File: src/rtl/core/chlex_pkg.sv
// shared types, token codes and keyword table for the character lexer
`default_nettype none

package chlex_pkg;

   localparam int KW_TABLE = 12;
   localparam logic [7:0] LEN_MAX = 8'd255;

   localparam logic [2:0] CAT_KEYWORD    = 3'd0;
   localparam logic [2:0] CAT_IDENTIFIER = 3'd1;
   localparam logic [2:0] CAT_INTEGER    = 3'd2;
   localparam logic [2:0] CAT_OPERATOR   = 3'd3;
   localparam logic [2:0] CAT_SPECIAL    = 3'd4;
   localparam logic [2:0] CAT_DELIMITER  = 3'd5;
   localparam logic [2:0] CAT_INVALID    = 3'd6;

   typedef struct packed {
      logic       letter;
      logic       digit;
      logic [2:0] single_cat;
   } class_type;

   typedef struct packed {
      logic       hit;
      logic [3:0] index;
   } kw_hit_type;

   typedef struct packed {
      logic [2:0]  category;
      logic [3:0]  keyword_index;
      logic [15:0] start_position;
      logic [7:0]  token_length;
      logic [7:0]  symbol;
      logic        last;
   } result_type;

   // keyword text, left-justified in six bytes
   function automatic logic [7:0] kw_char(input logic [3:0] k, input logic [2:0] off);
      logic [47:0] row;
      logic [47:0] shifted;
      case (k)
         4'd0:    row = {"if", 32'h0};
         4'd1:    row = {"else", 16'h0};
         4'd2:    row = {"while", 8'h0};
         4'd3:    row = {"for", 24'h0};
         4'd4:    row = {"int", 24'h0};
         4'd5:    row = "double";
         4'd6:    row = {"float", 8'h0};
         4'd7:    row = "printf";
         4'd8:    row = {"long", 16'h0};
         4'd9:    row = {"short", 8'h0};
         4'd10:   row = {"void", 16'h0};
         4'd11:   row = {"char", 16'h0};
         default: row = '0;
      endcase
      shifted = row << {off, 3'b000};
      return shifted[47:40];
   endfunction

   function automatic logic [2:0] kw_len(input logic [3:0] k);
      logic [2:0] len;
      case (k)
         4'd0:    len = 3'd2;
         4'd1:    len = 3'd4;
         4'd2:    len = 3'd5;
         4'd3:    len = 3'd3;
         4'd4:    len = 3'd3;
         4'd5:    len = 3'd6;
         4'd6:    len = 3'd5;
         4'd7:    len = 3'd6;
         4'd8:    len = 3'd4;
         4'd9:    len = 3'd5;
         4'd10:   len = 3'd4;
         4'd11:   len = 3'd4;
         default: len = 3'd0;
      endcase
      return len;
   endfunction

endpackage

`default_nettype wire

File: src/rtl/core/chlex_class.sv
// character classifier: letter, digit and single-character token category
`default_nettype none

module chlex_class (
   input  wire logic [7:0]          chr,
   output chlex_pkg::class_type     cls
);
   import chlex_pkg::*;

   always_comb begin
      cls.letter = (chr >= "A" && chr <= "Z") || (chr >= "a" && chr <= "z") || chr == "_";
      cls.digit  = (chr >= "0" && chr <= "9");
      priority if (chr == "+" || chr == "-" || chr == "*" || chr == "/") begin
         cls.single_cat = CAT_OPERATOR;
      end else if (chr == "!" || chr == "@" || chr == "#" || chr == "$" || chr == "%" ||
                   chr == "^" || chr == "=") begin
         cls.single_cat = CAT_SPECIAL;
      end else if (chr == 8'd32 || (chr >= 8'd9 && chr <= 8'd13)) begin
         cls.single_cat = CAT_DELIMITER;
      end else begin
         cls.single_cat = CAT_INVALID;
      end
   end

endmodule

`default_nettype wire

File: src/rtl/core/chlex_kw.sv
// keyword candidate update and keyword match at run close
`default_nettype none

module chlex_kw #(
   parameter int KW_USED = 12
) (
   input  wire logic [KW_USED-1:0] add_cand,
   input  wire logic [7:0]         add_len,
   input  wire logic [7:0]         chr,
   output logic [KW_USED-1:0]      next_cand,
   output logic [7:0]              next_len,
   input  wire logic [KW_USED-1:0] close_cand,
   input  wire logic [7:0]         close_len,
   output chlex_pkg::kw_hit_type   close_hit
);
   import chlex_pkg::*;

   always_comb begin
      if (add_len >= LEN_MAX) begin
         next_len  = LEN_MAX;
         next_cand = '0;
      end else begin
         next_len = add_len + 8'd1;
         for (int k = 0; k < KW_USED; k++) begin
            next_cand[k] = add_cand[k] && (add_len < {5'b0, kw_len(4'(k))}) &&
                           (kw_char(4'(k), add_len[2:0]) == chr);
         end
      end
   end

   always_comb begin
      close_hit = '0;
      if (close_len < LEN_MAX) begin
         for (int k = KW_USED - 1; k >= 0; k--) begin
            if (close_cand[k] && close_len == {5'b0, kw_len(4'(k))}) begin
               close_hit.hit   = 1'b1;
               close_hit.index = 4'(k);
            end
         end
      end
   end

endmodule

`default_nettype wire

File: src/rtl/core/character_lexer_with_keywords.sv
// character lexer with keyword recognition, top level
// a request is held in the input register until the result register can load its tokens
// throughput: one request per cycle while rsp_tready is high; a request that ends
//    a run with a single-character token holds the next while its second token is pending
// reset: synchronous, active high; clears the open run, position and both channels
`default_nettype none

module character_lexer_with_keywords #(
   parameter int KEYWORD_COUNT  = 12,
   parameter int POSITION_WIDTH = 16
) (
   input  wire logic        clock,
   input  wire logic        reset,
   input  wire logic        req_tvalid,
   output logic             req_tready,
   input  wire logic [7:0]  req_tdata,   // character[7:0]
   input  wire logic [0:0]  req_tuser,   // action[0]
   output logic             rsp_tvalid,
   input  wire logic        rsp_tready,
   output logic [39:0]      rsp_tdata,   // keyword_index[3:0], start_position[19:4],
                                         // token_length[27:20], symbol[35:28], zero[39:36]
   output logic [2:0]       rsp_tuser,   // category[2:0]
   output logic             rsp_tlast
);
   import chlex_pkg::*;

   localparam int KW_USED = (KEYWORD_COUNT < KW_TABLE) ? KEYWORD_COUNT : KW_TABLE;
   localparam logic [KW_USED-1:0] CAND_ALL = {KW_USED{1'b1}};

   localparam logic [1:0] MODE_IDLE = 2'd0;
   localparam logic [1:0] MODE_WORD = 2'd1;
   localparam logic [1:0] MODE_NUM  = 2'd2;

   logic                      in_valid_ff, in_valid_in;
   logic                      in_act_ff;
   logic [7:0]                in_chr_ff;

   logic [1:0]                mode_ff, mode_in;
   logic [POSITION_WIDTH-1:0] start_ff, start_in;
   logic [7:0]                len_ff, len_in;
   logic [KW_USED-1:0]        cand_ff, cand_in;
   logic [POSITION_WIDTH-1:0] pos_ff, pos_in;

   result_type                out_ff, out_in;
   logic                      out_valid_ff, out_valid_in;
   result_type                pend_ff, pend_in;
   logic                      pend_valid_ff, pend_valid_in;

   class_type                 cls;
   kw_hit_type                hit;
   logic [KW_USED-1:0]        add_cand, next_cand;
   logic [7:0]                add_len, next_len;
   logic                      extend, open_run;
   logic                      can_load, fire;
   result_type                close_tok, single_tok, r0, r1;
   logic [1:0]                n;
   logic [POSITION_WIDTH+15:0] start_pad, pos_pad;

   chlex_class u_class (
      .chr (in_chr_ff),
      .cls (cls)
   );

   chlex_kw #(.KW_USED(KW_USED)) u_kw (
      .add_cand   (add_cand),
      .add_len    (add_len),
      .chr        (in_chr_ff),
      .next_cand  (next_cand),
      .next_len   (next_len),
      .close_cand (cand_ff),
      .close_len  (len_ff),
      .close_hit  (hit)
   );

   assign extend   = (mode_ff == MODE_WORD && (cls.letter || cls.digit)) ||
                     (mode_ff == MODE_NUM && cls.digit);
   assign open_run = !extend;
   assign add_cand = open_run ? CAND_ALL : cand_ff;
   assign add_len  = open_run ? 8'd0 : len_ff;

   assign start_pad = {16'b0, start_ff};
   assign pos_pad   = {16'b0, pos_ff};

   always_comb begin
      close_tok = '0;
      close_tok.start_position = start_pad[15:0];
      close_tok.token_length   = len_ff;
      if (mode_ff == MODE_WORD && hit.hit) begin
         close_tok.category      = CAT_KEYWORD;
         close_tok.keyword_index = hit.index;
      end else if (mode_ff == MODE_WORD) begin
         close_tok.category = CAT_IDENTIFIER;
      end else begin
         close_tok.category = CAT_INTEGER;
      end
      single_tok = '0;
      single_tok.category       = cls.single_cat;
      single_tok.start_position = pos_pad[15:0];
      single_tok.token_length   = 8'd1;
      single_tok.symbol         = in_chr_ff;
   end

   always_comb begin
      mode_in  = mode_ff;
      start_in = start_ff;
      len_in   = len_ff;
      cand_in  = cand_ff;
      pos_in   = pos_ff;
      r0 = '0;
      r1 = '0;
      n  = 2'd0;
      if (in_act_ff) begin
         if (mode_ff != MODE_IDLE) begin
            r0       = close_tok;
            n        = 2'd1;
            mode_in  = MODE_IDLE;
            start_in = '0;
            len_in   = '0;
            cand_in  = CAND_ALL;
         end
      end else begin
         if (extend) begin
            len_in  = next_len;
            cand_in = next_cand;
         end else begin
            if (mode_ff != MODE_IDLE) begin
               r0 = close_tok;
               n  = 2'd1;
            end
            priority if (cls.letter || cls.digit) begin
               mode_in  = cls.letter ? MODE_WORD : MODE_NUM;
               start_in = pos_ff;
               len_in   = next_len;
               cand_in  = next_cand;
            end else begin
               if (n == 2'd0) begin
                  r0 = single_tok;
               end else begin
                  r1 = single_tok;
               end
               n        = n + 2'd1;
               mode_in  = MODE_IDLE;
               start_in = '0;
               len_in   = '0;
               cand_in  = CAND_ALL;
            end
         end
         pos_in = pos_ff + 1'b1;
      end
      r0.last = (n == 2'd1);
      r1.last = 1'b1;
   end

   assign can_load   = !out_valid_ff || (rsp_tready && !pend_valid_ff);
   assign fire       = in_valid_ff && can_load;
   assign req_tready = !in_valid_ff || fire;

   always_comb begin
      in_valid_in = in_valid_ff;
      if (req_tvalid && req_tready) begin
         in_valid_in = 1'b1;
      end else if (fire) begin
         in_valid_in = 1'b0;
      end
   end

   always_comb begin
      out_in        = out_ff;
      out_valid_in  = out_valid_ff;
      pend_in       = pend_ff;
      pend_valid_in = pend_valid_ff;
      if (fire) begin
         out_in        = r0;
         out_valid_in  = (n != 2'd0);
         pend_in       = r1;
         pend_valid_in = (n == 2'd2);
      end else if (out_valid_ff && rsp_tready) begin
         out_in        = pend_ff;
         out_valid_in  = pend_valid_ff;
         pend_valid_in = 1'b0;
      end
   end

   always_ff @(posedge clock) begin
      if (reset) begin
         in_valid_ff   <= 1'b0;
         out_valid_ff  <= 1'b0;
         pend_valid_ff <= 1'b0;
         mode_ff       <= MODE_IDLE;
         start_ff      <= '0;
         len_ff        <= '0;
         cand_ff       <= CAND_ALL;
         pos_ff        <= '0;
      end else begin
         in_valid_ff   <= in_valid_in;
         out_valid_ff  <= out_valid_in;
         pend_valid_ff <= pend_valid_in;
         if (fire) begin
            mode_ff  <= mode_in;
            start_ff <= start_in;
            len_ff   <= len_in;
            cand_ff  <= cand_in;
            pos_ff   <= pos_in;
         end
      end
   end

   always_ff @(posedge clock) begin
      if (req_tvalid && req_tready) begin
         in_act_ff <= req_tuser[0];
         in_chr_ff <= req_tdata;
      end
      out_ff  <= out_in;
      pend_ff <= pend_in;
   end

   assign rsp_tvalid = out_valid_ff;
   assign rsp_tuser  = out_ff.category;
   assign rsp_tlast  = out_ff.last;
   assign rsp_tdata  = {4'b0, out_ff.symbol, out_ff.token_length,
                        out_ff.start_position, out_ff.keyword_index};

   // a first token of two is always followed by the second
   a_second_follows: assert property (@(posedge clock) disable iff (reset)
      rsp_tvalid && !rsp_tlast |=> rsp_tvalid)
      else $error("second token of a request lost");

   a_pend_needs_out: assert property (@(posedge clock) disable iff (reset)
      pend_valid_ff |-> out_valid_ff)
      else $error("pending token without a head token");

   a_run_length: assert property (@(posedge clock) disable iff (reset)
      (mode_ff == MODE_IDLE) == (len_ff == 8'd0))
      else $error("run length disagrees with run mode");

   a_idle_cand: assert property (@(posedge clock) disable iff (reset)
      mode_ff == MODE_IDLE |-> cand_ff == CAND_ALL)
      else $error("keyword candidates not restored while idle");

endmodule

`default_nettype wire
File: config.mk
export PLATFORM = sky130hd
export DESIGN_NAME = character_lexer_with_keywords
export DESIGN_NICKNAME = d
export VERILOG_FILES = /design/src/rtl/core/chlex_pkg.sv /design/src/rtl/core/chlex_class.sv /design/src/rtl/core/chlex_kw.sv /design/src/rtl/core/character_lexer_with_keywords.sv
export SDC_FILE = /design/constraint.sdc
export NUM_CORES = 1
export LEC_CHECK = 0
export BUFFER_PORTS_ARGS = -buffer_cell sky130_fd_sc_hd__buf_2
export CAP_MARGIN = 0
export CORE_MARGIN = 2
export CORE_UTILIZATION = 30
export DETAILED_ROUTE_END_ITERATION = 12
export PLACE_DENSITY = 0.45
export REMOVE_ABC_BUFFERS = 1
export SETUP_SLACK_MARGIN = 0.02
export SKIP_LAST_GASP = 1
export SYNTH_ARGS = -nofsm -noshare
export SYNTH_HDL_FRONTEND = slang
export SYNTH_SLANG_ARGS = --single-unit
File: constraint.sdc
create_clock -name clock -period 3.6 [get_ports clock]
set_clock_uncertainty 0.2 [all_clocks]
set_input_delay 0.54 -clock clock [delete_from_list [all_inputs] [get_ports clock]]
set_output_delay 0.54 -clock clock [all_outputs]
set_load 0.005 [all_outputs]
# After elaboration in Yosys (flattened, before gate mapping)
# Cells that the tools add are included.
[word_totals]
word_cells = 246
reg_bits = 145
[op_classes]
n_addsub = 3
mux = 82
eq_ne = 36
n_shift = 12
n_lt_le_gt_ge = 15
bitwise = 1
reduce_logical = 76
[op_table]
columns = ["cell", "count"]
rows = [
  ["48-bit two-way mux", 12],
  ["48-bit by 6-bit << shifter with 48-bit output", 12],
  ["40-bit two-way mux", 7],
  ["8-bit equality test", 12],
  ["8-bit by 6-bit equality test with 1-bit output, second input constant", 10],
  ["12-bit two-way mux", 6],
  ["5-bit two-way mux", 13],
  ["16-bit two-way mux", 4],
  ["8-bit two-way mux", 6],
  ["1-bit logical AND", 47],
  ["8-bit by 3-bit equality test with 1-bit output", 5],
  ["8-bit by 3-bit less-than comparator with 1-bit output", 5],
  ["3-bit two-way mux", 12],
  ["2-bit two-way mux", 13],
  ["8-bit by 7-bit equality test with 1-bit output, second input constant", 3],
  ["16-bit by 1-bit adder with 16-bit output, second input constant", 1],
  ["8-bit by 7-bit greater-or-equal comparator with 1-bit output, second input constant", 2],
  ["8-bit by 7-bit <= comparator with 1-bit output, second input constant", 2],
  ["1-bit logical OR", 16],
  ["10-bit two-way mux", 1],
  ["8-bit by 1-bit adder with 8-bit output, second input constant", 1],
  ["8-bit by 4-bit greater-or-equal comparator with 1-bit output, second input constant", 1],
  ["8-bit by 6-bit greater-or-equal comparator with 1-bit output, second input constant", 1],
  ["8-bit greater-or-equal comparator, second input constant", 1],
  ["other kinds (18)", 32],
]

# Logic depth before layout (Yosys ltp)
# Gate-level depths: netlist (run 1).
[logic_depth]
depth_word = 25
mapped_depth = 15
ltp_nobuf = 13

# Modules after synthesis
# A second synthesis (run 1) with hierarchy kept.
[hier_totals]
hier_cells = 843
hier_area_um2 = 7988.9
[by_module_without_submodules]
columns = ["mod", "area_each_um2", "seq_area_each_um2", "cells_per_inst", "instances"]
rows = [
  ["character_lexer_with_keywords", 5823.1, 3453.3, 517, 1],
  ["chlex_kw", 1908.1, 0.0, 287, 1],
  ["chlex_class", 257.7, 0.0, 39, 1],
]

# Least setup slack after synthesis (run 1)
# No wires, ideal clock.
[synth_timing]
path_kind = "register -> register"
from = "register out_valid_ff (netlist: rsp_tvalid)"
to = "register out_ff, in the netlist rsp_tdata[0] (enable)"
path_slack_ns = -0.353
t_arrival_ns = 3.258
synth_period_minus_slack_ns = 3.953
t_required_ns = 2.905
stages_incl_launch_ff = 2
cell_sequence = "dfxtp_1 -> o21ai_0"
[synth_via]
elab_chain_len = 4
word_cells_on_any_way = 5
cone_classes = "5 x reduce/logical"
[synth_rtl]
columns = ["item", "line_no", "source"]
rows = [
  ["start, declared", "character_lexer_with_keywords.sv:45", "logic out_valid_ff, out_valid_in;"],
  ["start signal, assigned", "character_lexer_with_keywords.sv:196", "out_valid_ff <= out_valid_in;"],
  ["1-bit logical NOT", "character_lexer_with_keywords.sv:154", "assign can_load = !out_valid_ff || (rsp_tready && !pend_valid_ff);"],
  ["1-bit logical OR", "character_lexer_with_keywords.sv:154", ""],
  ["1-bit logical AND", "character_lexer_with_keywords.sv:155", "assign fire = in_valid_ff && can_load;"],
  ["2-bit nonzero test (no line) (*)", "n/a", ""],
  ["end signal, assigned", "character_lexer_with_keywords.sv:213", "out_ff <= out_in;"],
  ["end, declared", "character_lexer_with_keywords.sv:44", "result_type out_ff, out_in;"],
]
# Mark *: on every way between the ends. The rest lies on a longest branch, timed or not.
# A chain may end at the register's enable or synchronous reset.

# Worst setup path in the final report (run 1)
[layout_timing]
from = "register in_chr_ff[3]"
to = "register cand_ff[9]"
[layout_via]
elab_chain_len = 15
word_cells_on_any_way = 28
cone_classes = "8 x order compare; 2 x eq/ne; 1 x shift; 6 x mux; 11 x reduce/logical"
[layout_rtl]
columns = ["item", "line_no", "source"]
rows = [
  ["start, declared", "character_lexer_with_keywords.sv:36", "logic [7:0] in_chr_ff;"],
  ["start signal, assigned", "character_lexer_with_keywords.sv:211", "in_chr_ff <= req_tdata;"],
  ["8-bit by 7-bit greater-or-equal comparator with 1-bit output or 8-bit by 7-bit <= comparator with 1-bit output (tied branches)", "chlex_class.sv:11", "cls.letter = (chr >= \"A\" && chr <= \"Z\") || (chr >= \"a\" && chr <= \"z\") || chr == \"_\";"],
  ["1-bit logical AND", "chlex_class.sv:11", ""],
  ["1-bit logical OR (2 in a row)", "chlex_class.sv:11", ""],
  ["1-bit logical OR", "character_lexer_with_keywords.sv:75, character_lexer_with_keywords.sv:130", ""],
  ["1-bit logical AND", "character_lexer_with_keywords.sv:75", "assign extend = (mode_ff == MODE_WORD && (cls.letter || cls.digit)) ||"],
  ["1-bit logical OR", "character_lexer_with_keywords.sv:75", ""],
  ["8-bit two-way mux", "character_lexer_with_keywords.sv:79", "assign add_len = open_run ? 8'd0 : len_ff;"],
  ["48-bit by 6-bit << shifter with 48-bit output or 8-bit by 3-bit less-than comparator with 1-bit output (tied branches)", "chlex_pkg.sv:56, chlex_kw.sv:25", ""],
  ["8-bit equality test or 1-bit logical AND (tied branches)", "chlex_kw.sv:26, chlex_kw.sv:25", ""],
  ["1-bit logical AND", "chlex_kw.sv:25", "next_cand[k] = add_cand[k] && (add_len < {5'b0, kw_len(4'(k))}) &&"],
  ["12-bit two-way mux", "chlex_kw.sv:19", "if (add_len >= LEN_MAX) begin"],
  ["12-bit two-way mux", "character_lexer_with_keywords.sv:130", "priority if (cls.letter || cls.digit) begin"],
  ["12-bit two-way mux (*)", "character_lexer_with_keywords.sv:122", "if (extend) begin"],
  ["12-bit two-way mux (*)", "character_lexer_with_keywords.sv:112", "if (in_act_ff) begin"],
  ["end signal, assigned", "character_lexer_with_keywords.sv:202", "cand_ff <= cand_in;"],
  ["end, declared", "character_lexer_with_keywords.sv:41", "logic [KW_USED-1:0] cand_ff, cand_in;"],
]
# Marked as above.

==> results.py, run 1 <==
metrics = {
    "critical_path": {
        "cp_max_fo": 7,
        "cp-start-kind": "flop",
        "crit_family": "simple AND/OR/NAND/NOR gates",
        "slowest_stage": "or4_4",
        "max_stage_delay_ns": 0.58,
        "ff2ff_path_depth": 11,
        "r2r-end": "cand_ff[9]$_SDFFE_PP1P_",
        "worstPathArrival_ns": 3.59,
        "crit_cells": 11,
        "rrSetupSlack_ns": 0.18,
        "worstReg2RegStart": "in_chr_ff[3]$_DFFE_PP_",
        "critical_path_required_ns": 3.77,
        "crit_chain": "or4_4, a21oi_4, o21bai_2, nand2_1, ha_1, buf_4, xnor2_1, nor4_1, a21oi_1, a211oi_1, o32a_1",
        "path_buf_inv": 1,
        "worstSetupPathType": "flop to flop",
        "endpoint_kind": "flop",
    },
    "synth": {
        "yosys_most_used_dff": "edfxtp_1",
        "synth_edf_count": 77,
        "seq_area_frac_synth": 0.461,
        "synthMuxAreaShare": 0.00534,
        "synth.distinct_cells": 79,
        "synthAdderAreaFrac": 0.0167,
        "synth_area_leaders": "edfxtp_1 31%, dfxtp_1 15%, nor2_1 4.7%, nand2_1 4.5%, a21oi_1 4.2%",
        "synth-compound-area-share": 0.196,
        "synth_xor_xnor_area_share": 0.0398,
        "avgSynthCellArea_um2": 8.97,
        "synth_top_family_by_area": "simple AND/OR/NAND/NOR gates",
        "yosys.area.top_type": "edfxtp_1",
        "synthSimpleGateAreaFrac": 0.228,
        "synth_top_area_frac": 0.309,
        "syn_area_um2": 7490,
        "async_flop_share": 0,
        "yosys_warnings": 0,
        "synth-seq-cells": 134,
        "synthCells": 835,
    },
    "clock_network": {
        "clockRootBuffer": "clkbuf_16",
        "cts_hold_buf": 0,
        "cts_setup_buffers": 0,
        "cts_tree": "built",
        "cts.clk_slew.worst_paths_ns": 0.07,
        "htree_levels": 4,
        "clock-sinks": 134,
        "cts_buffer_depth": 2,
        "ctsResizeCount": 0,
        "cts_buffers": 17,
        "clock_latency_ns": 0.43,
    },
    "hold_path": {
        "whs_endpoint": "in_chr_ff[0]$_DFFE_PP_",
        "min-delay-start": "req_tdata[0]",
        "hold_path_depth": 1,
        "worstHoldPathType": "primary input to flop",
    },
    "sta": {
        "tns_ns": 0,
        "fmax_mhz": 292,
        "fin_crit_sh": 0.950,
        "finalSetupViolCount": 0,
        "report.final.slew_viol_count": 0,
        "rsz0062_at_grt": "false",
        "whs_ns": 0.0943,
        "min_period_ns": 3.42,
        "worstMarginPinSlew_ns": 0.775,
        "slew-limit-headroom": 0.484,
        "hold_viol": 0,
    },
    "route": {
        "wl_um": 24100,
        "avgViaCountPerCell": 5.34,
        "wire_per_inst_um": 19.5,
        "ant_nets": 0,
        "num_vias": 6597,
        "drt-initial-drc-count": 487,
        "drc": 0,
        "dr.pass1.iters": 5,
    },
    "place": {
        "port_buffers": 54,
        "gp_congestion": 0.909,
        "dp_cells": 1203,
        "dpl.hpwl_um": 16800,
    },
    "floorplanning": {
        "start_util": 0.307,
        "core_um2": 24400,
        "die_h_um": 162,
        "die_w_um": 162,
        "num_io_pins": 59,
        "dieArea_um2": 26300,
        "rows": 57,
    },
    "grt": {
        "grt_pass1_wl_um": 37700,
        "gr-total-overflow": 0,
        "antenna_found_initial": 0,
        "track_usage": 0.188,
        "grt_max_degree": 43,
        "grt_pass1_vias": 6369,
    },
    "layout": {
        "final_common_cell": "nor2_1",
        "fin_nets": 921,
        "utilization": 0.364,
        "layout_common_cells": "94 x nor2_1, 90 x nand2_1, 77 x edfxtp_1",
        "diodes": 0,
        "fillers": 2533,
        "synthToLayoutAreaGrowth_pct": 18.6,
        "layout.cells.non_filler": 1235,
        "drive_above_1_share": 0.184,
    },
    "pwr": {
        "combPwrFrac": 0.091,
        "pwr_density_cell_nw_per_um2": 422,
        "power.switching_mw": 1.04,
        "pwr-share-seq": 0.457,
        "ir_drop_mv": 0.216,
        "total_leakage_power_nw": 3.27,
        "power_switching_share": 0.277,
        "intPower_mw": 2.71,
        "clkPwrFrac": 0.453,
    },
    "run_status": {
        "outcome": "complete, no violations",
    },
    "job": {
        "cap_violations": 0,
    },
}
cells in the mapped netlist, types with 4 or more instances:
master,instances
nand2b_1,4
o211ai_1,5
dfxtp_1,57
a211oi_1,6
o22ai_1,7
clkbuf_1,48
xor2_1,18
nand3_1,52
edfxtp_1,77
a221oi_1,20
buf_2,8
nor4b_1,5
inv_1,21
mux2i_1,4
ha_1,10
a31oi_1,9
a21oi_1,63
nand2_1,90
and3_1,16
nor3_1,16
xnor2_1,16
nor2_1,94
a21o_1,4
o2111ai_1,4
o31ai_1,8
o21ai_0,33
buf_4,4
nand4_1,8
nor2b_1,11
nor3b_1,5
buf_1,6
and2_1,23
sequential cells by signal, summed over array words and instances (netlist names):
| name | cells |
|---|---|
| cand_ff | 12 |
| in_act_ff | 1 |
| in_chr_ff | 8 |
| in_valid_ff | 1 |
| len_ff | 8 |
| mode_ff | 2 |
| pend_ff | 28 |
| pend_valid_ff | 1 |
| pos_ff | 16 |
| rsp_tdata | 36 |
| rsp_tlast | 1 |
| rsp_tuser | 3 |
| rsp_tvalid | 1 |
| start_ff | 16 |
worst reg2reg max path, delay by kind of cell (launching register included):
kind	cells	cell delay (ns)
flip-flops	1	0.48
adder cells (fa/ha/maj)	1	0.38
AO/OA/AOI/OAI	5	0.96
buffers and inverters	1	0.22
XOR/XNOR	1	0.12
AND/OR/NAND/NOR	3	1.02
final cells by class:
type                       count  area (µm²)  share of cell area
timing repair buffer         110         703              0.0792
inverter                      23        86.3             0.00972
clock inverter                15         138              0.0155
tap                          324         405              0.0456
multi-input combinational    612        3670               0.413
clock buffer                  17         425              0.0479
sequential                   134        3450               0.389
power by group through the flow:
stage	registers (mW)	clock network [mW]	logic, mW
2_1_floorplan	1.77	0	0.152
3_3_place_gp	1.74	0	0.341
3_5_place_dp	1.74	0	0.339
4_1_cts	1.71	1.74	0.341
5_1_grt	1.72	1.79	0.374
6_report	1.71	1.70	0.339
routing by layer:
metal  share of wire  up-vias  track usage  routed length [µm]
li1                -     3177            -                   -
met1            0.49     3120        0.275               11800
met2            0.42      249        0.268               10200
met3           0.062       51       0.0409                1480
met4           0.026        0       0.0712                 633
met5               0        -            0                   0
kinds of logic after synthesis:
kind of cell / after synthesis
simple gates: 350
compound gates: 210
flops: 134
buf+inv: 92
xor+xnor: 34
fa+ha+maj: 10
mux: 4
other cells: 1
worst max path at each step:
stage	from	endpoint	slack [ns]
floorplan	rsp_tready	cand_ff[8]$_SDFFE_PP1P_	-0.73
global placement	in_chr_ff[3]$_DFFE_PP_	cand_ff[9]$_SDFFE_PP1P_	0.25
detailed placement	in_chr_ff[3]$_DFFE_PP_	cand_ff[9]$_SDFFE_PP1P_	0.21
CTS	in_chr_ff[3]$_DFFE_PP_	cand_ff[9]$_SDFFE_PP1P_	0.19
global route	in_chr_ff[3]$_DFFE_PP_	cand_ff[9]$_SDFFE_PP1P_	0.03
finish	in_chr_ff[3]$_DFFE_PP_	cand_ff[9]$_SDFFE_PP1P_	0.18
through the flow:
stage	worst slack (ns)	power [mW]	instance area, µm²
after global routing	0.0340	3.88	8880
after CTS	0.190	3.79	8880
after global placement	0.251	2.09	8320
after floorplan	-0.729	1.92	7200
after detailed placement	0.215	2.08	8320
final	0.181	3.75	8880
(Power assumes the default switching activity.)
==> inputs of run 2 (changes only) <==
- CELL_PAD_IN_SITES_DETAIL_PLACEMENT: unset -> 2
- CELL_PAD_IN_SITES_GLOBAL_PLACEMENT: unset -> 2
- CORE_ASPECT_RATIO: unset -> 1.75
- CORE_UTILIZATION: 30 -> 34
- PLACE_DENSITY: 0.45 -> 0.74
==> results.py, run 2 (synthesized netlist as in run 1, its figures left out) <==
metrics = {
    "run_status": {
        "outcome": "complete, no violations",
    },
    "sta": {
        "report.final.slew_viol_count": 0,
        "whs_ns": 0.0851,
        "fmax_mhz": 301,
        "finalSetupViolCount": 0,
        "hold_viol": 0,
        "slew-limit-headroom": 0.423,
        "worstMarginPinSlew_ns": 0.864,
        "fin_crit_sh": 0.922,
        "min_period_ns": 3.32,
        "rsz0062_at_grt": "false",
    },
    "route": {
        "dr.pass1.iters": 4,
        "avgViaCountPerCell": 5.75,
        "wire_per_inst_um": 24.3,
        "wl_met3_um": 685,
        "wl_um": 29300,
        "ant_nets": 0,
        "topRoutingLayerUsed": "met4",
        "met1_length_um": 10400,
        "drc": 0,
        "wl_met2_um": 16400,
        "num_vias": 6929,
        "drt-initial-drc-count": 318,
    },
    "grt": {
        "grt_pass1_wl_um": 45400,
        "grt_pass1_vias": 7562,
        "grt_max_degree": 57,
        "gr-total-overflow": 0,
        "track_usage": 0.257,
        "antenna_found_initial": 0,
    },
    "layout": {
        "layout.cells.non_filler": 1205,
        "drive_above_1_share": 0.187,
        "diodes": 0,
        "fin_nets": 923,
        "synthToLayoutAreaGrowth_pct": 17.7,
        "layout_common_cells": "94 x nor2_1, 89 x nand2_1, 77 x edfxtp_1",
        "final_common_cell": "nor2_1",
        "largest_register_ffs": 36,
    },
    "critical_path": {
        "crit_cells": 13,
        "rrSetupSlack_ns": 0.28,
        "slowest_stage": "edfxtp_1",
        "worstPathArrival_ns": 3.48,
        "endpoint_kind": "flop",
        "worstSetupPathType": "flop to flop",
        "ff2ff_path_depth": 13,
        "cp-start-kind": "flop",
        "path_buf_inv": 1,
        "cp_max_fo": 8,
        "critical_path_required_ns": 3.76,
        "max_stage_delay_ns": 0.50,
        "crit_family": "compound AO/OA/AOI/OAI gates",
        "crit_chain": "and4bb_2, o21ai_0, o21bai_2, nand2_2, ha_2, buf_4, nor2b_1, o21ai_0, o21ai_0, a21oi_1, a21oi_1, nand4_1, a21oi_1",
    },
    "pwr": {
        "power.switching_mw": 0.944,
        "pwr-share-seq": 0.477,
        "pwr_density_cell_nw_per_um2": 410,
        "clkPwrFrac": 0.428,
        "total_leakage_power_nw": 3.24,
        "ir_drop_mv": 0.309,
        "intPower_mw": 2.67,
        "power_switching_share": 0.261,
        "combPwrFrac": 0.095,
    },
    "job": {
        "cap_violations": 0,
    },
    "clock_network": {
        "htree_levels": 4,
        "cts_setup_buffers": 0,
        "cts_buffers": 17,
        "cts.clk_slew.worst_paths_ns": 0.06,
        "clockRootBuffer": "clkbuf_16",
        "cts_hold_buf": 0,
        "cts_buffer_depth": 2,
        "ctsResizeCount": 0,
        "clock-sinks": 134,
        "clock_latency_ns": 0.43,
        "cts_tree": "built",
    },
    "place": {
        "dpl.hpwl_um": 21600,
        "gp_congestion": 0.950,
        "dp_cells": 1173,
        "port_buffers": 54,
    },
    "floorplanning": {
        "num_io_pins": 59,
        "die_h_um": 200,
        "rows": 71,
        "die_w_um": 116,
        "core_um2": 21600,
        "start_util": 0.347,
        "dieArea_um2": 23300,
    },
    "hold_path": {
        "hold_path_depth": 1,
        "worstHoldPathType": "primary input to flop",
    },
}
## run 2: changes by cell type in the layout (fill, tap and decap cells not counted), moves of 3 or more
cell,before,now
clkbuf_1,0,5
clkinv_2,2,6
ha_1,10,6
ha_2,0,4
inv_8,4,0
inv_6,3,0
## run 2: power groups by stage
stage	clock network [mW]	logic, mW	registers, mW
6_report	1.55	0.343	1.72
5_1_grt	1.61	0.376	1.73
4_1_cts	1.57	0.346	1.72
3_5_place_dp	0	0.344	1.75
3_3_place_gp	0	0.331	1.75
2_1_floorplan	0	0.152	1.77
## run 2: path summary, 6_finish.rpt
kind                                   from                   endpoint
hold / removal                 req_tdata[2]     in_chr_ff[2]$_DFFE_PP_
hold reg to reg   start_ff[10]$_SDFFE_PP0P_  start_ff[10]$_SDFFE_PP0P_
setup / recovery     in_chr_ff[7]$_DFFE_PP_   cand_ff[11]$_SDFFE_PP1P_
setup reg to reg     in_chr_ff[7]$_DFFE_PP_   cand_ff[11]$_SDFFE_PP1P_
## run 2: cell type report
| type | instances | area [µm²] |
|---|---|---|
| fillers | 2420 | 12800 |
| multi-input cells | 612 | 3690 |
| flip-flops and latches | 134 | 3450 |
| repair buffers | 112 | 718 |
| clock buffers | 22 | 444 |
| well taps | 292 | 365 |
| inverters | 23 | 86.3 |
| clock inverters | 10 | 61.3 |
## run 2: metrics by stage
stage	instance area, µm²	util	setup WS (ns)	setup TNS [ns]	total power, mW
4_1_cts	8800	0.408	0.0694	0	3.63
3_3_place_gp	8290	0.384	0.238	0	2.08
3_5_place_dp	8290	0.384	0.100	0	2.10
5_1_grt	8810	0.408	0.0506	0	3.71
2_1_floorplan	7200	-	-0.729	-41.41	1.92
6_report	8810	0.408	0.280	0	3.61
## run 2: per-layer routing
layer  vias to the layer above  track usage
li1                       3170            -
met1                      3548        0.264
met2                       140        0.483
met3                        71       0.0306
met4                         0        0.151
met5                         -            0
==> inputs of run 3 (changes only) <==
- ABC_AREA: unset -> 1
- CORE_UTILIZATION: 34 -> 35
- PLACE_DENSITY: 0.74 -> 0.78
- clock period: 3.6 -> 3.1 ns (I/O delays scaled with it)
==> results.py, run 3 <==
metrics = {
    "clock_network": {
        "htree_levels": 4,
        "clock_latency_ns": 0.46,
        "cts_buffers": 17,
        "clockRootBuffer": "clkbuf_16",
        "cts_buffer_depth": 2,
        "clock-sinks": 134,
        "cts_tree": "built",
        "cts.clk_slew.worst_paths_ns": 0.07,
    },
    "grt": {
        "grt_max_degree": 41,
        "grt_pass1_wl_um": 49800,
        "grt_pass1_vias": 8794,
        "track_usage": 0.288,
        "antenna_found_initial": 0,
        "gr-total-overflow": 0,
    },
    "sta": {
        "finalSetupViolCount": 21,
        "whs_ns": 0.0317,
        "min_period_ns": 3.26,
        "report.final.slew_viol_count": 0,
        "rsz0062_at_grt": "true",
        "slew-limit-headroom": 0.573,
        "fin_crit_sh": 1.05,
        "fmax_mhz": 307,
        "fin_ws_ns": -0.156,
        "worstMarginPinSlew_ns": 0.640,
        "hold_viol": 0,
    },
    "layout": {
        "drive_above_1_share": 0.211,
        "fillers": 2525,
        "final_cell_area_um2": 9610,
        "diodes": 0,
        "regArea_um2": 3450,
        "layout_common_cells": "265 x nand2_1, 106 x nor2_1, 85 x nand3_1",
        "largest_register_ffs": 36,
        "multi_input_area_um2": 3860,
        "fin_nets": 1181,
        "final_common_cell": "nand2_1",
        "synthToLayoutAreaGrowth_pct": 24.1,
    },
    "route": {
        "ant_nets": 0,
        "avgViaCountPerCell": 5.48,
        "drc": 0,
        "wl_um": 34400,
        "dr.pass1.iters": 4,
        "drt-initial-drc-count": 393,
        "num_vias": 8038,
        "wire_per_inst_um": 23.5,
    },
    "synth": {
        "syn_area_um2": 7740,
        "synth_edf_count": 77,
        "async_flop_share": 0,
        "synth_top_area_frac": 0.299,
        "yosys_most_used_dff": "edfxtp_1",
        "synthCells": 1054,
        "synth.most_common_cell": "nand2_1",
        "synth.distinct_cells": 43,
        "avgSynthCellArea_um2": 7.35,
        "yosys_warnings": 0,
        "synth_area_leaders": "edfxtp_1 30%, dfxtp_1 15%, nand2_1 14%, nand3_1 6.0%, nor2_1 5.7%",
        "ys_top_cells_by_count": "281 x nand2_1, 117 x nor2_1, 93 x nand3_1, 92 x inv_1, 79 x a21oi_1",
        "seq_area_frac_synth": 0.446,
        "synth-seq-cells": 134,
        "yosys.area.top_type": "edfxtp_1",
    },
    "critical_path": {
        "crit_chain": "buf_6, nand2_8, nor2_4, inv_2, nor2_2, nand2_2, nand3_4, nand2_4, nand2_4, nand2_4, inv_4, ha_4, inv_2, nor4_2, buf_4, nand4_4, nand2_2, inv_2, nand2_2, nor2_1, nand3_1, nand2_1, nand2_1, nand2_1",
        "critical_path_required_ns": 3.23,
        "crit_start": "in_chr_ff[3]$_DFFE_PP_",
        "worstPathArrival_ns": 3.39,
        "max_stage_delay_ns": 0.51,
        "cp_max_fo": 5,
        "slowest_stage": "edfxtp_1",
        "endpoint_kind": "flop",
        "rrSetupSlack_ns": -0.16,
        "worstReg2RegStart": "in_chr_ff[3]$_DFFE_PP_",
        "worstSetupPathType": "flop to flop",
        "cp-start-kind": "flop",
    },
    "floorplanning": {
        "die_h_um": 201,
        "num_io_pins": 59,
        "rows": 72,
        "start_util": 0.354,
        "dieArea_um2": 23400,
        "core_um2": 21900,
        "die_w_um": 116,
    },
    "pwr": {
        "total_leakage_power_nw": 4.08,
        "clkPwrFrac": 0.438,
        "power_switching_share": 0.285,
        "intPower_mw": 3.32,
        "ir_drop_mv": 0.453,
        "combPwrFrac": 0.127,
        "pwr-share-seq": 0.435,
        "pwr_density_cell_nw_per_um2": 484,
        "power.switching_mw": 1.33,
    },
    "place": {
        "port_buffers": 54,
        "gp_congestion": 0.864,
        "dpl.hpwl_um": 23300,
        "postPlaceCellArea_um2": 8500,
    },
    "run_status": {
        "outcome": "complete, but fails checks",
        "violations": "setup timing",
    },
    "hold_path": {
        "worstHoldPathType": "primary input to flop",
        "min-delay-start": "req_tdata[3]",
    },
    "job": {
        "cap_violations": 0,
    },
}
## run 3: changes by cell type after synthesis, sizes merged, moves of 16 or more
cell    change
a221oi     -20
clkbuf     -23
inv        +77
nor2       +26
and2       -23
nand3      +46
nand2     +199
o21ai      +44
xnor2      -16
and3       -16
## run 3: per-stage QoR
step	setup WS (ns)	instances	TNS (ns)	total power [mW]	utilization
after detailed placement	-0.175	1403	-1.88	2.59	0.388
after floorplan	-0.789	1000	-44.92	2.31	-
after CTS	-0.0135	1450	-0.0135	4.62	0.422
after global routing	-0.346	1467	-5.27	4.78	0.439
after global placement	-0.0161	1403	-0.0161	2.56	0.388
final	-0.156	1467	-1.28	4.65	0.439
## run 3: cell type report
cell class	instances	share of cell area
multi-input cells	764	0.402
flip-flops and latches	134	0.359
repair buffers	139	0.101
clock buffers	17	0.0443
inverters	102	0.0405
well taps	296	0.0385
clock inverters	15	0.0145
## run 3: per-layer routing
metal / track usage / share of wire
met5: 0 / 0
met4: 0.183 / 0.064
met1: 0.289 / 0.35
met2: 0.538 / 0.56
met3: 0.0359 / 0.027
## run 3: worst paths after layout
kind	endpoint	depth (start not counted)
hold reg to reg	start_ff[8]$_SDFFE_PP0P_	2
hold / removal	in_chr_ff[3]$_DFFE_PP_	1
setup / recovery	cand_ff[1]$_SDFFE_PP1P_	24
setup reg to reg	cand_ff[1]$_SDFFE_PP1P_	24
## run 3: worst max-delay path: cells and delay by family (launching register included)
| family | cells | cell delay (ns) |
|---|---|---|
| adder cells (fa/ha/maj) | 1 | 0.14 |
| buffers and inverters | 6 | 0.58 |
| flip-flops | 1 | 0.51 |
| AND/OR/NAND/NOR | 17 | 1.68 |
## run 3: logic make-up after synthesis
logic type / after synthesis / synth area share
xor+xnor: 6 / 0.00679
flops: 134 / 0.446
fa+ha+maj: 10 / 0.0162
other cells: 1 / 0.000484
simple gates: 570 / 0.324
buf+inv: 159 / 0.0886
compound gates: 174 / 0.118
## run 3: repair_timing
item	CTS	global route
resized for setup	16	66
setup buffers	7	17
hold endpoints to repair	8	0
setup endpoints to repair	20	23
pin swaps	1	18
hold buffers	8	0
## run 3: power groups by stage
stage / clock network [mW] / registers [mW] / logic [mW]
2_1_floorplan: 0 / 2.06 / 0.252
3_3_place_gp: 0 / 2.05 / 0.506
3_5_place_dp: 0 / 2.06 / 0.527
4_1_cts: 2.05 / 2.02 / 0.552
5_1_grt: 2.11 / 2.03 / 0.640
6_report: 2.03 / 2.02 / 0.593
